$ cat config.mk
export PLATFORM = sky130hd
export DESIGN_NAME = date_difference_days_flat
export DESIGN_NICKNAME = d
export VERILOG_FILES = /design/src/design/dd_pkg.sv /design/src/design/dd_in_if.sv /design/src/design/dd_out_if.sv /design/src/design/dd_datapath.sv /design/src/design/dd_ctrl.sv /design/src/design/date_difference_days.sv /design/src/flat_wrapper.sv
export SDC_FILE = /design/constraint.sdc
export NUM_CORES = 1
export LEC_CHECK = 0
export BUFFER_PORTS_ARGS = -buffer_cell sky130_fd_sc_hd__clkbuf_2
export CORE_MARGIN = 1
export CORE_UTILIZATION = 35
export DETAILED_ROUTE_END_ITERATION = 8
export GPL_ROUTABILITY_DRIVEN = 1
export PLACE_DENSITY_LB_ADDON = 0.12
export SLEW_MARGIN = 20
export SYNTH_ARGS = -nofsm -noshare
export SYNTH_HDL_FRONTEND = slang
export SYNTH_SLANG_ARGS = --single-unit
$ cat constraint.sdc
create_clock -name clk -period 23.5 [get_ports clk]
set_clock_uncertainty 0.2 [all_clocks]
set_input_delay 4.7 -clock clk [delete_from_list [all_inputs] [get_ports clk]]
set_output_delay 4.7 -clock clk [all_outputs]
set_load 0.1 [all_outputs]
$ cat src/design/dd_pkg.sv
`default_nettype none

package dd_pkg;

  localparam int YEAR_W  = 14;
  localparam int MONTH_W = 4;
  localparam int DAY_W   = 5;
  localparam int DIFF_W  = 23;
  localparam int DN_W    = 22;
  localparam int DOY_W   = 9;
  localparam int Q_W     = 8;

  localparam logic [YEAR_W-1:0] MAX_YEAR = YEAR_W'(9999);

  localparam int RECIP_W     = 13;
  localparam int PROD_W      = YEAR_W + RECIP_W;
  localparam int RECIP_SHIFT = 19;
  localparam logic [RECIP_W-1:0] RECIP_100 = RECIP_W'(5243);

  localparam logic [DN_W-1:0] DAYS_PER_YEAR = DN_W'(365);
  localparam logic [YEAR_W-1:0] CENTURY = YEAR_W'(100);
  localparam logic [MONTH_W-1:0] MARCH = MONTH_W'(3);

  typedef enum logic [2:0] {
    ST_IDLE,
    ST_MUL_A,
    ST_SUM_A,
    ST_MUL_B,
    ST_SUM_B,
    ST_PUSH
  } state_t;

  typedef struct packed {
    logic load;
    logic mul;
    logic sum;
    logic push;
    logic second;
  } cmd_t;

  typedef struct packed {
    logic in_valid;
    logic out_ready;
  } sts_t;

  // days in the months before month m, common year
  function automatic logic [DOY_W-1:0] month_offset(input logic [MONTH_W-1:0] m);
    logic [DOY_W-1:0] r;
    case (m)
      4'd0, 4'd1: r = DOY_W'(0);
      4'd2:       r = DOY_W'(31);
      4'd3:       r = DOY_W'(59);
      4'd4:       r = DOY_W'(90);
      4'd5:       r = DOY_W'(120);
      4'd6:       r = DOY_W'(151);
      4'd7:       r = DOY_W'(181);
      4'd8:       r = DOY_W'(212);
      4'd9:       r = DOY_W'(243);
      4'd10:      r = DOY_W'(273);
      4'd11:      r = DOY_W'(304);
      4'd12:      r = DOY_W'(334);
      default:    r = DOY_W'(365);
    endcase
    return r;
  endfunction

endpackage

`default_nettype wire

$ cat src/design/dd_in_if.sv
`default_nettype none

interface dd_in_if;
  logic                        valid;
  logic                        ready;
  logic [dd_pkg::YEAR_W-1:0]  first_year;
  logic [dd_pkg::MONTH_W-1:0] first_month;
  logic [dd_pkg::DAY_W-1:0]   first_day;
  logic [dd_pkg::YEAR_W-1:0]  second_year;
  logic [dd_pkg::MONTH_W-1:0] second_month;
  logic [dd_pkg::DAY_W-1:0]   second_day;

  modport source (
    output valid, first_year, first_month, first_day,
           second_year, second_month, second_day,
    input  ready
  );

  modport sink (
    input  valid, first_year, first_month, first_day,
           second_year, second_month, second_day,
    output ready
  );
endinterface

`default_nettype wire

$ cat src/design/dd_out_if.sv
`default_nettype none

interface dd_out_if;
  logic                             valid;
  logic                             ready;
  logic signed [dd_pkg::DIFF_W-1:0] day_difference;

  modport source (output valid, day_difference, input ready);
  modport sink (input valid, day_difference, output ready);
endinterface

`default_nettype wire

$ cat src/design/dd_datapath.sv
`default_nettype none

module dd_datapath (
  input  wire                               clk,
  input  dd_pkg::cmd_t                      cmd,
  input  wire [dd_pkg::YEAR_W-1:0]          first_year,
  input  wire [dd_pkg::MONTH_W-1:0]         first_month,
  input  wire [dd_pkg::DAY_W-1:0]           first_day,
  input  wire [dd_pkg::YEAR_W-1:0]          second_year,
  input  wire [dd_pkg::MONTH_W-1:0]         second_month,
  input  wire [dd_pkg::DAY_W-1:0]           second_day,
  output logic signed [dd_pkg::DIFF_W-1:0]  day_difference
);
  import dd_pkg::*;

  logic [YEAR_W-1:0]  yr_a, yr_b;
  logic [MONTH_W-1:0] mo_a, mo_b;
  logic [DAY_W-1:0]   dy_a, dy_b;
  logic [PROD_W-1:0]  prod;
  logic [DN_W-1:0]    base;
  logic [DN_W-1:0]    dn_a, dn_b;

  logic [YEAR_W-1:0]  y;
  logic [MONTH_W-1:0] m;
  logic [DAY_W-1:0]   d;
  logic [YEAR_W:0]    y_p3;
  logic [Q_W-1:0]     q0;
  logic               rem_zero;
  logic [Q_W-1:0]     c100;
  logic [Q_W-1:0]     c400;
  logic               leap;
  logic [DOY_W-1:0]   doy;
  logic [DN_W-1:0]    dn;

  always_comb begin
    y = cmd.second ? yr_b : yr_a;
    m = cmd.second ? mo_b : mo_a;
    d = cmd.second ? dy_b : dy_a;
    y_p3 = {1'b0, y} + (YEAR_W+1)'(3);
    // floor(y / 100) by reciprocal, exact for y below 25600 (q0 is 8 bits)
    q0 = prod[RECIP_SHIFT +: Q_W];
    rem_zero = (YEAR_W'(q0) * CENTURY) == y;
    c100 = q0 + Q_W'(!rem_zero);
    c400 = (c100 + Q_W'(3)) >> 2;
    leap = rem_zero ? (q0[1:0] == 2'b00) : (y[1:0] == 2'b00);
    doy = month_offset(m) + DOY_W'(leap && (m >= MARCH)) + DOY_W'(d);
    dn = base - DN_W'(c100) + DN_W'(c400) + DN_W'(doy);
  end

  always_ff @(posedge clk) begin
    if (cmd.load) begin
      yr_a <= (first_year > MAX_YEAR) ? MAX_YEAR : first_year;
      mo_a <= first_month;
      dy_a <= first_day;
      yr_b <= (second_year > MAX_YEAR) ? MAX_YEAR : second_year;
      mo_b <= second_month;
      dy_b <= second_day;
    end
    if (cmd.mul) begin
      prod <= PROD_W'(y) * PROD_W'(RECIP_100);
      base <= DN_W'(y) * DAYS_PER_YEAR + DN_W'(y_p3 >> 2);
    end
    if (cmd.sum && !cmd.second) begin
      dn_a <= dn;
    end
    if (cmd.sum && cmd.second) begin
      dn_b <= dn;
    end
    if (cmd.push) begin
      day_difference <= signed'(DIFF_W'(dn_a) - DIFF_W'(dn_b));
    end
  end

endmodule

`default_nettype wire

$ cat src/design/dd_ctrl.sv
`default_nettype none

module dd_ctrl (
  input  wire           clk,
  input  wire           rst,
  input  dd_pkg::sts_t  sts,
  output dd_pkg::cmd_t  cmd,
  output logic          in_ready,
  output logic          out_valid
);
  import dd_pkg::*;

  state_t state, state_next;
  logic   out_free;

  assign out_free = !out_valid || sts.out_ready;

  always_comb begin
    state_next = state;
    unique case (state)
      ST_IDLE:  if (sts.in_valid) state_next = ST_MUL_A;
      ST_MUL_A: state_next = ST_SUM_A;
      ST_SUM_A: state_next = ST_MUL_B;
      ST_MUL_B: state_next = ST_SUM_B;
      ST_SUM_B: state_next = ST_PUSH;
      ST_PUSH:  if (out_free) state_next = ST_IDLE;
      default:  state_next = ST_IDLE;
    endcase
  end

  always_comb begin
    cmd = '0;
    in_ready = 1'b0;
    unique case (state)
      ST_IDLE: begin
        in_ready = 1'b1;
        cmd.load = sts.in_valid;
      end
      ST_MUL_A: cmd.mul = 1'b1;
      ST_SUM_A: cmd.sum = 1'b1;
      ST_MUL_B: begin
        cmd.mul = 1'b1;
        cmd.second = 1'b1;
      end
      ST_SUM_B: begin
        cmd.sum = 1'b1;
        cmd.second = 1'b1;
      end
      ST_PUSH: cmd.push = out_free;
      default: cmd = '0;
    endcase
  end

  always_ff @(posedge clk) begin
    if (rst) begin
      state <= ST_IDLE;
      out_valid <= 1'b0;
    end else begin
      state <= state_next;
      if (cmd.push) begin
        out_valid <= 1'b1;
      end else if (sts.out_ready) begin
        out_valid <= 1'b0;
      end
    end
  end

  a_accept_starts: assert property (@(posedge clk) disable iff (rst)
    (sts.in_valid && in_ready) |=> state == ST_MUL_A)
    else $error("accepted beat did not start the year pass");

  a_push_free: assert property (@(posedge clk) disable iff (rst)
    cmd.push |-> (!out_valid || sts.out_ready))
    else $error("result overwrote an untaken beat");

  a_push_valid: assert property (@(posedge clk) disable iff (rst)
    cmd.push |=> out_valid)
    else $error("pushed result not presented");

  a_one_cmd: assert property (@(posedge clk) disable iff (rst)
    $onehot0({cmd.load, cmd.mul, cmd.sum, cmd.push}))
    else $error("overlapping datapath commands");

endmodule

`default_nettype wire

$ cat src/design/date_difference_days.sv
// Signed day count between two Gregorian dates, first minus second.
// Input channel "dates" carries one beat per date pair (years 14 bits,
// saturated to 9999; month and day unchecked, counted linearly). Output
// channel "result" carries one beat per input beat: day_difference,
// 23-bit two's complement.
// Each date goes through a shared unit, a multiply step and then a sum step:
// a multiply by the reciprocal of 100 (plus 365*year), then the leap
// corrections and the day-of-year sum. A beat is taken in the idle state;
// the result is written to the output register in the push state, once both
// dates are summed, and only after that can a new beat be taken.
// When the receiver stalls, the held result stays valid; the next item is
// still accepted and computed, and waits in the last step until the
// output register frees.
// Reset (rst, synchronous) returns the controller to idle and drops the
// output valid; the datapath registers are not reset.
`default_nettype none

module date_difference_days (
  input wire       clk,
  input wire       rst,
  dd_in_if.sink    dates,
  dd_out_if.source result
);
  import dd_pkg::*;

  cmd_t cmd;
  sts_t sts;

  assign sts.in_valid  = dates.valid;
  assign sts.out_ready = result.ready;

  dd_ctrl u_ctrl (
    .clk       (clk),
    .rst       (rst),
    .sts       (sts),
    .cmd       (cmd),
    .in_ready  (dates.ready),
    .out_valid (result.valid)
  );

  dd_datapath u_dp (
    .clk            (clk),
    .cmd            (cmd),
    .first_year     (dates.first_year),
    .first_month    (dates.first_month),
    .first_day      (dates.first_day),
    .second_year    (dates.second_year),
    .second_month   (dates.second_month),
    .second_day     (dates.second_day),
    .day_difference (result.day_difference)
  );

endmodule

`default_nettype wire

$ cat src/flat_wrapper.sv
// flat-port wrapper written by rule: the top's interface ports become plain ports
module date_difference_days_flat import dd_pkg::*;
  (clk, rst, dates_valid, dates_first_year, dates_first_month, dates_first_day, dates_second_year, dates_second_month, dates_second_day, dates_ready, result_valid, result_day_difference, result_ready);
  dd_in_if dates_i ();
  dd_out_if result_i ();
  input wire clk;
  input wire rst;
  input wire logic [$bits(dates_i.valid)-1:0] dates_valid;
  input wire logic [$bits(dates_i.first_year)-1:0] dates_first_year;
  input wire logic [$bits(dates_i.first_month)-1:0] dates_first_month;
  input wire logic [$bits(dates_i.first_day)-1:0] dates_first_day;
  input wire logic [$bits(dates_i.second_year)-1:0] dates_second_year;
  input wire logic [$bits(dates_i.second_month)-1:0] dates_second_month;
  input wire logic [$bits(dates_i.second_day)-1:0] dates_second_day;
  output wire logic [$bits(dates_i.ready)-1:0] dates_ready;
  output wire logic [$bits(result_i.valid)-1:0] result_valid;
  output wire logic [$bits(result_i.day_difference)-1:0] result_day_difference;
  input wire logic [$bits(result_i.ready)-1:0] result_ready;
  assign dates_i.valid = dates_valid;
  assign dates_i.first_year = dates_first_year;
  assign dates_i.first_month = dates_first_month;
  assign dates_i.first_day = dates_first_day;
  assign dates_i.second_year = dates_second_year;
  assign dates_i.second_month = dates_second_month;
  assign dates_i.second_day = dates_second_day;
  assign dates_ready = dates_i.ready;
  assign result_valid = result_i.valid;
  assign result_day_difference = result_i.day_difference;
  assign result_i.ready = result_ready;
  date_difference_days u_core (.clk(clk), .rst(rst), .dates(dates_i), .result(result_i));
endmodule
* After elaboration in Yosys (flattened, before gate mapping)
Memories as Yosys holds them, arrays and structs flattened.
Index checks and enable logic that the tools add are counted.
** Word-level totals
- Bits of input ports :: 50
- Register bits :: 166
- Output and inout port bits :: 25
- Bits in read-only memories :: 144
- Memories kept :: 1
** Memories
- (name not given) :: words 16, bits a word 9, read ports 1, clocked after memory_dff 0, write ports 0, line dd_pkg.sv:49 : case (m)
** Cells by class
- Equality and inequality tests :: 8
- $add $sub $neg :: 10
- Magnitude comparators :: 3
- Multipliers :: 3
- Reductions and logical operators :: 15
- Mux-type cells :: 15
** Operator list (number)
- $gt A14 B14 Y1 const B :: 2
- $mul A14 B13 Y27 const B :: 1
- $sub A22 B22 Y23 :: 1
- $add A22 B13 Y22 :: 1
- $add A22 B6 Y22 :: 1
- $add A22 B9 Y22 :: 1
- $mul A14 B9 Y22 const B :: 1
- $sub A22 B8 Y22 :: 1
- $pmux W3 S6 :: 1
- $add A14 B2 Y15 const B :: 1
- $eq A14 B14 Y1 :: 1
- $mux W14 :: 1
- $mul A8 B5 Y12 const B :: 1
- $add A9 B1 Y9 :: 1
- $add A9 B5 Y9 :: 1
- $mux W1 :: 9
- $add A8 B1 Y8 :: 1
- $add A8 B2 Y8 const B :: 1
- $eq A3 B2 Y1 const B :: 2
- $eq A3 B3 Y1 const B :: 2
- $mux W3 :: 2
- $reduce_or A2 Y1 :: 3
- $mux W5 :: 1
- $ge A4 B2 Y1 const B :: 1
- 10 further kinds :: 16

* Longest topological paths before layout
- Depth after elaboration :: 10
- Depth in mapped cells :: 33
- Gate-level depth less buffers :: 33

* By module
Synthesis repeated with hierarchy kept, for this count alone.
** Second synthesis, totals
- Cells, all modules :: 1378
- Area total of the unflattened synthesis :: 15074.5 sq um
** Modules (own cells, without submodules)
- dd_datapath :: instances 1, cells an instance 1351, area an instance 14845.5 sq um
- dd_ctrl :: instances 1, cells an instance 27, area an instance 229.0 sq um

* Worst setup path after synthesis
OpenSTA, ideal clock, no wires.
- Path kind :: flip-flop to flip-flop
- Start :: reg u_core.u_ctrl.state[0]
- End :: reg u_core.u_dp.dn_a[21], data pin
- Arrival time :: 7.065 ns
- Clock period less this slack :: 7.524 ns
- Cell stages (with the launch flop) :: 32
- Slack :: 15.976 ns
- Data required time :: 23.041 ns
- Path through :: dfxtp_1 > buf_6 > or2_1 > buf_6 > nor2_1 > a21o_1 > buf_2 > mux2i_1 > ha_1 > o211ai_1 > nor4_1 > a31oi_1 > fa_1 > fa_1 > a21o_1 > a21oi_1 > inv_1 > a21oi_1 > or3_1 > o22ai_1 > a21oi_1 > ha_1 > inv_1 > ha_1 > ha_1 > a21o_1 > a21oi_2 > a221oi_1 > nor2_1 > nand3_1 > a2111o_1 > o211a_1
** Between the ends
- Word-level cells in the longest chain between the ends :: 10
** RTL lines
- from (decl) :: line dd_ctrl.sv:13 : state_t state, state_next;
- from (signal assigned) :: line dd_ctrl.sv:59 : state <= state_next;
- $eq A3 B3 Y1 or $eq A3 B2 Y1 (tied branches) :: line dd_ctrl.sv:34 : unique case (state)
- $reduce_or A2 Y1 (no source line) (*)
- $mux W1 (*) :: line dd_ctrl.sv:34
- $mux W14 :: line dd_datapath.sv:36 : y = cmd.second ? yr_b : yr_a;
- $eq A14 B14 Y1 or $logic_not A2 Y1 (tied branches) :: line dd_datapath.sv:42, dd_datapath.sv:45
- $logic_not A1 Y1 or $mux W1 (tied branches) :: line dd_datapath.sv:43, dd_datapath.sv:45
- $add A8 B1 Y8 or $logic_and A1 B1 Y1 (tied branches) :: line dd_datapath.sv:43, dd_datapath.sv:46
- $sub A22 B8 Y22, or another cell as far along :: line dd_datapath.sv:47 : dn = base - DN_W'(c100) + DN_W'(c400) + DN_W'(doy);
- $add A22 B6 Y22 or $add A9 B5 Y9 (tied branches) :: line dd_datapath.sv:47, dd_datapath.sv:46
- $add A22 B9 Y22 (*) :: line dd_datapath.sv:47
- named net u_core.u_dp.dn[21] :: line dd_datapath.sv:33 : logic [DN_W-1:0] dn;
- to (signal assigned) :: line dd_datapath.sv:64 : dn_a <= dn;
- to (decl) :: line dd_datapath.sv:21 : logic [DN_W-1:0] dn_a, dn_b;
The timed path passes the listed nets; every way through them passes the cells marked *.
A chain may end at the register's enable or synchronous reset.

* Worst setup path after layout
- Start :: reg u_core.u_ctrl.state[1]
- End :: reg u_core.u_dp.dn_a[21], data pin
The elaborated chain is that of the path after synthesis.

==> qor.csv <==
metric;value;unit
outcome;finished clean;
RSZ-0062 raised after global routing;no;
Sink Count;147;
critical path class;flop to flop;
DRT antenna net count;0;
clock root buffer;clkbuf_16;
layout cells sized above 1;10.2;%
Site Rows;78;
synth cell count leaders;257 x inv_1, 256 x ha_1, 143 x edfxtp_1, 133 x fa_1, 75 x xnor2_1;
Multi-input gate area;0.0106;mm2
I/O pin cnt;75;
PortBufs;74;
Post-Synthesis Net Count;1981;
setup violators final;0;
Largest stage delay, worst path;0.88;ns
TritonCTS clock tree;done;
post-CTS setup buffers;0;
vias in the first global route;11000;
H-Tree Level Count;4;
Area Overhead vs Synth;10.5;%
CTS max path bufs;2;
Die X;217;um
register bit total from synthesis;147;
Slowest-stage cell, CP;dfxtp_1;
Starting Density;35.5;%
die area;0.0470;mm2
Ys Warns;0;
async set-reset flop share out of synthesis;0;%
hold depth;2;
CTS resizes;0;
Yosys top cell area share;26.6;%
Setup TNS;0;ns
first-pass GRT wire length;57.8;mm
Fin. Hold Viols;0;
most frequent cell after synthesis;inv_1;
DR pass1 iterations;5;
Slew Limit Fails;0;
EDFF count, synth;143;
Fmax achieved;0.121;GHz
GR Util All Layers;15.7;%
Worst Path Max Fanout;27;
synth top area cells;edfxtp_1 27%, ha_1 20%, fa_1 17%, inv_1 6.0%, xnor2_1 4.1%;
Die H;217;um
ANT cells;0;
Required @ worst endpoint;23.50;ns
post-DP HPWL;29.4;mm
r2r endpoint;u_core.u_dp.dn_a[21];
largest net degree at the start of global routing;55;
sequential area share after synthesis;27.1;%
Crit path arrival time;8.26;ns
Reg clk slew, reported paths;0.07;ns
routed vias;10900;
Syn Inst Count;1542;
Reg2Reg Setup Slack;15.24;ns
Critical Path Most Common Cell;ha_1;
Yosys top cell by area;edfxtp_1;
final layout net count;2060;
Critical R2R Launch;u_core.u_ctrl.state[1];
HP Class;flop to flop;
Slew headroom;32.9;%
wire per inst;15.8;um
FF/Latch Area;0.00438;mm2
clock insertion delay at the later pin of the skew report;0.44;ns
Hold Path End;u_core.u_ctrl.out_valid;
number of vias per cell;4.88;
max cap viols;0;
Synth Area per Inst;10.5;um2
final period utilization;35.2;%
Final min period;8.26;ns
Total Wirelength;35.3;mm
CTS buffer count;17;
fill count;4482;
drt initial violations;553;
CORE AREA;0.0454;mm2
Distinct cells, synth;86;
DRC viols;0;
Worst-Margin Slew;1.01;ns
Worst setup startpoint;u_core.u_ctrl.state[1];
Cell Area, Synth;0.0161;mm2
antenna violations before repair;0;
GPL Wtd Cong;0.844;
crit end category;flop;
Worst Reg2Reg Path Length in Cells;28;
CP Launch Type;flop;
GRT overflow;0;
HP Start;u_core.u_ctrl.out_valid;
ys flop type;edfxtp_1;
Hold Buf Count CTS;0;
==> flip-flops by register name, summed over array words and instances (netlist names) <==
register and flops:
u_core.u_ctrl.out_valid 1, u_core.u_ctrl.state 3, u_core.u_dp.base 22, u_core.u_dp.day_difference 23
u_core.u_dp.dn_a 22, u_core.u_dp.dn_b 22, u_core.u_dp.dy_a 5, u_core.u_dp.dy_b 5
u_core.u_dp.mo_a 4, u_core.u_dp.mo_b 4, u_core.u_dp.prod 8, u_core.u_dp.yr_a 14
u_core.u_dp.yr_b 14
==> logic make-up (layout without fill, tap and decap cells) <==
group / Yosys count / in the layout / synth area share [%]
adder cells (fa/ha/maj): 389 / 389 / 36.4
AND/OR/NAND/NOR: 314 / 314 / 10.3
buffers and inverters: 288 / 380 / 7.13
AO/OA/AOI/OAI: 287 / 287 / 12.6
flip-flops: 147 / 147 / 27.1
XOR/XNOR: 102 / 102 / 5.54
multiplexers: 15 / 15 / 1.01
==> placed cells by master, fill, tap and decap left out, types with 5 or more instances in the layout <==
cell       instances
o21ai_1            6
inv_1            257
o211ai_1           7
buf_4             16
and2_1            12
o21ai_0           56
clkbuf_2          74
nor3_1            36
edfxtp_1         143
mux2_2             6
nor2b_1           29
nand4_1           11
nand2b_1          29
or3b_1             8
o31ai_1            7
a221oi_2           9
o21bai_1          12
ha_1             256
fa_1             133
xor2_1            27
nand2_1           47
o21a_1             9
mux2i_1            7
inv_8              5
a31oi_1            7
nor2_1            66
clkbuf_16         17
nand3_1           27
a21o_1            23
xnor2_1           75
a2111oi_0          5
a21oi_1           72
a211oi_1          10
nor4_1             7
o22ai_1           13
and3_1            11
==> through the flow <==
step	worst slack [ns]	instances	cell area [um2]	hold WS [ns]	utilization, %
2_1_floorplan	15.98	1542	16100	0.407	-
3_3_place_gp	15.33	2202	17200	0.325	37.9
3_5_place_dp	15.13	2202	17200	0.334	37.9
4_1_cts	15.10	2234	17800	0.345	39.3
5_1_grt	14.53	2234	17800	0.366	39.3
6_report	15.24	2234	17800	0.343	39.3
==> layout make-up <==
| cell class | instances | area share (%) |
|---|---|---|
| inverter | 258 | 5.43 |
| multi-input combinational | 1107 | 59.6 |
| timing repair buffer | 90 | 2.75 |
| clock inverter | 14 | 1.04 |
| tap | 600 | 4.21 |
| sequential | 147 | 24.5 |
| clock buffer | 18 | 2.41 |
==> worst max-delay path by stage <==
stage / end / slack, ns
after floorplan: u_core.u_dp.dn_a[21] / 15.98
after global placement: u_core.u_dp.dn_a[21] / 15.33
after detailed placement: u_core.u_dp.dn_a[21] / 15.13
after CTS: u_core.u_dp.dn_a[21] / 15.10
after global routing: u_core.u_dp.dn_b[21] / 14.53
final: u_core.u_dp.dn_a[21] / 15.24
==> layer usage <==
metal	vias up	GRT usage (%)	share of wire (%)	wire length, um
met5	-	0	0	0
met4	0	4.06	1.4	504
met1	5242	21.7	49	17500
met2	110	25.8	47	16600
li1	5530	-	-	-
met3	25	2.20	2.1	735
==> worst max-delay path, delay by kind of cell (launching register included) <==
| kind | cells | cell delay, ns |
|---|---|---|
| compound gates | 13 | 2.68 |
| fa+ha+maj | 6 | 2.06 |
| simple gates | 6 | 1.44 |
| flops | 1 | 0.88 |
| mux | 1 | 0.63 |
| buf+inv | 2 | 0.10 |
Power is not shown: default switching activity piles up to over one toggle a cycle in this logic, so the estimate is an artifact.
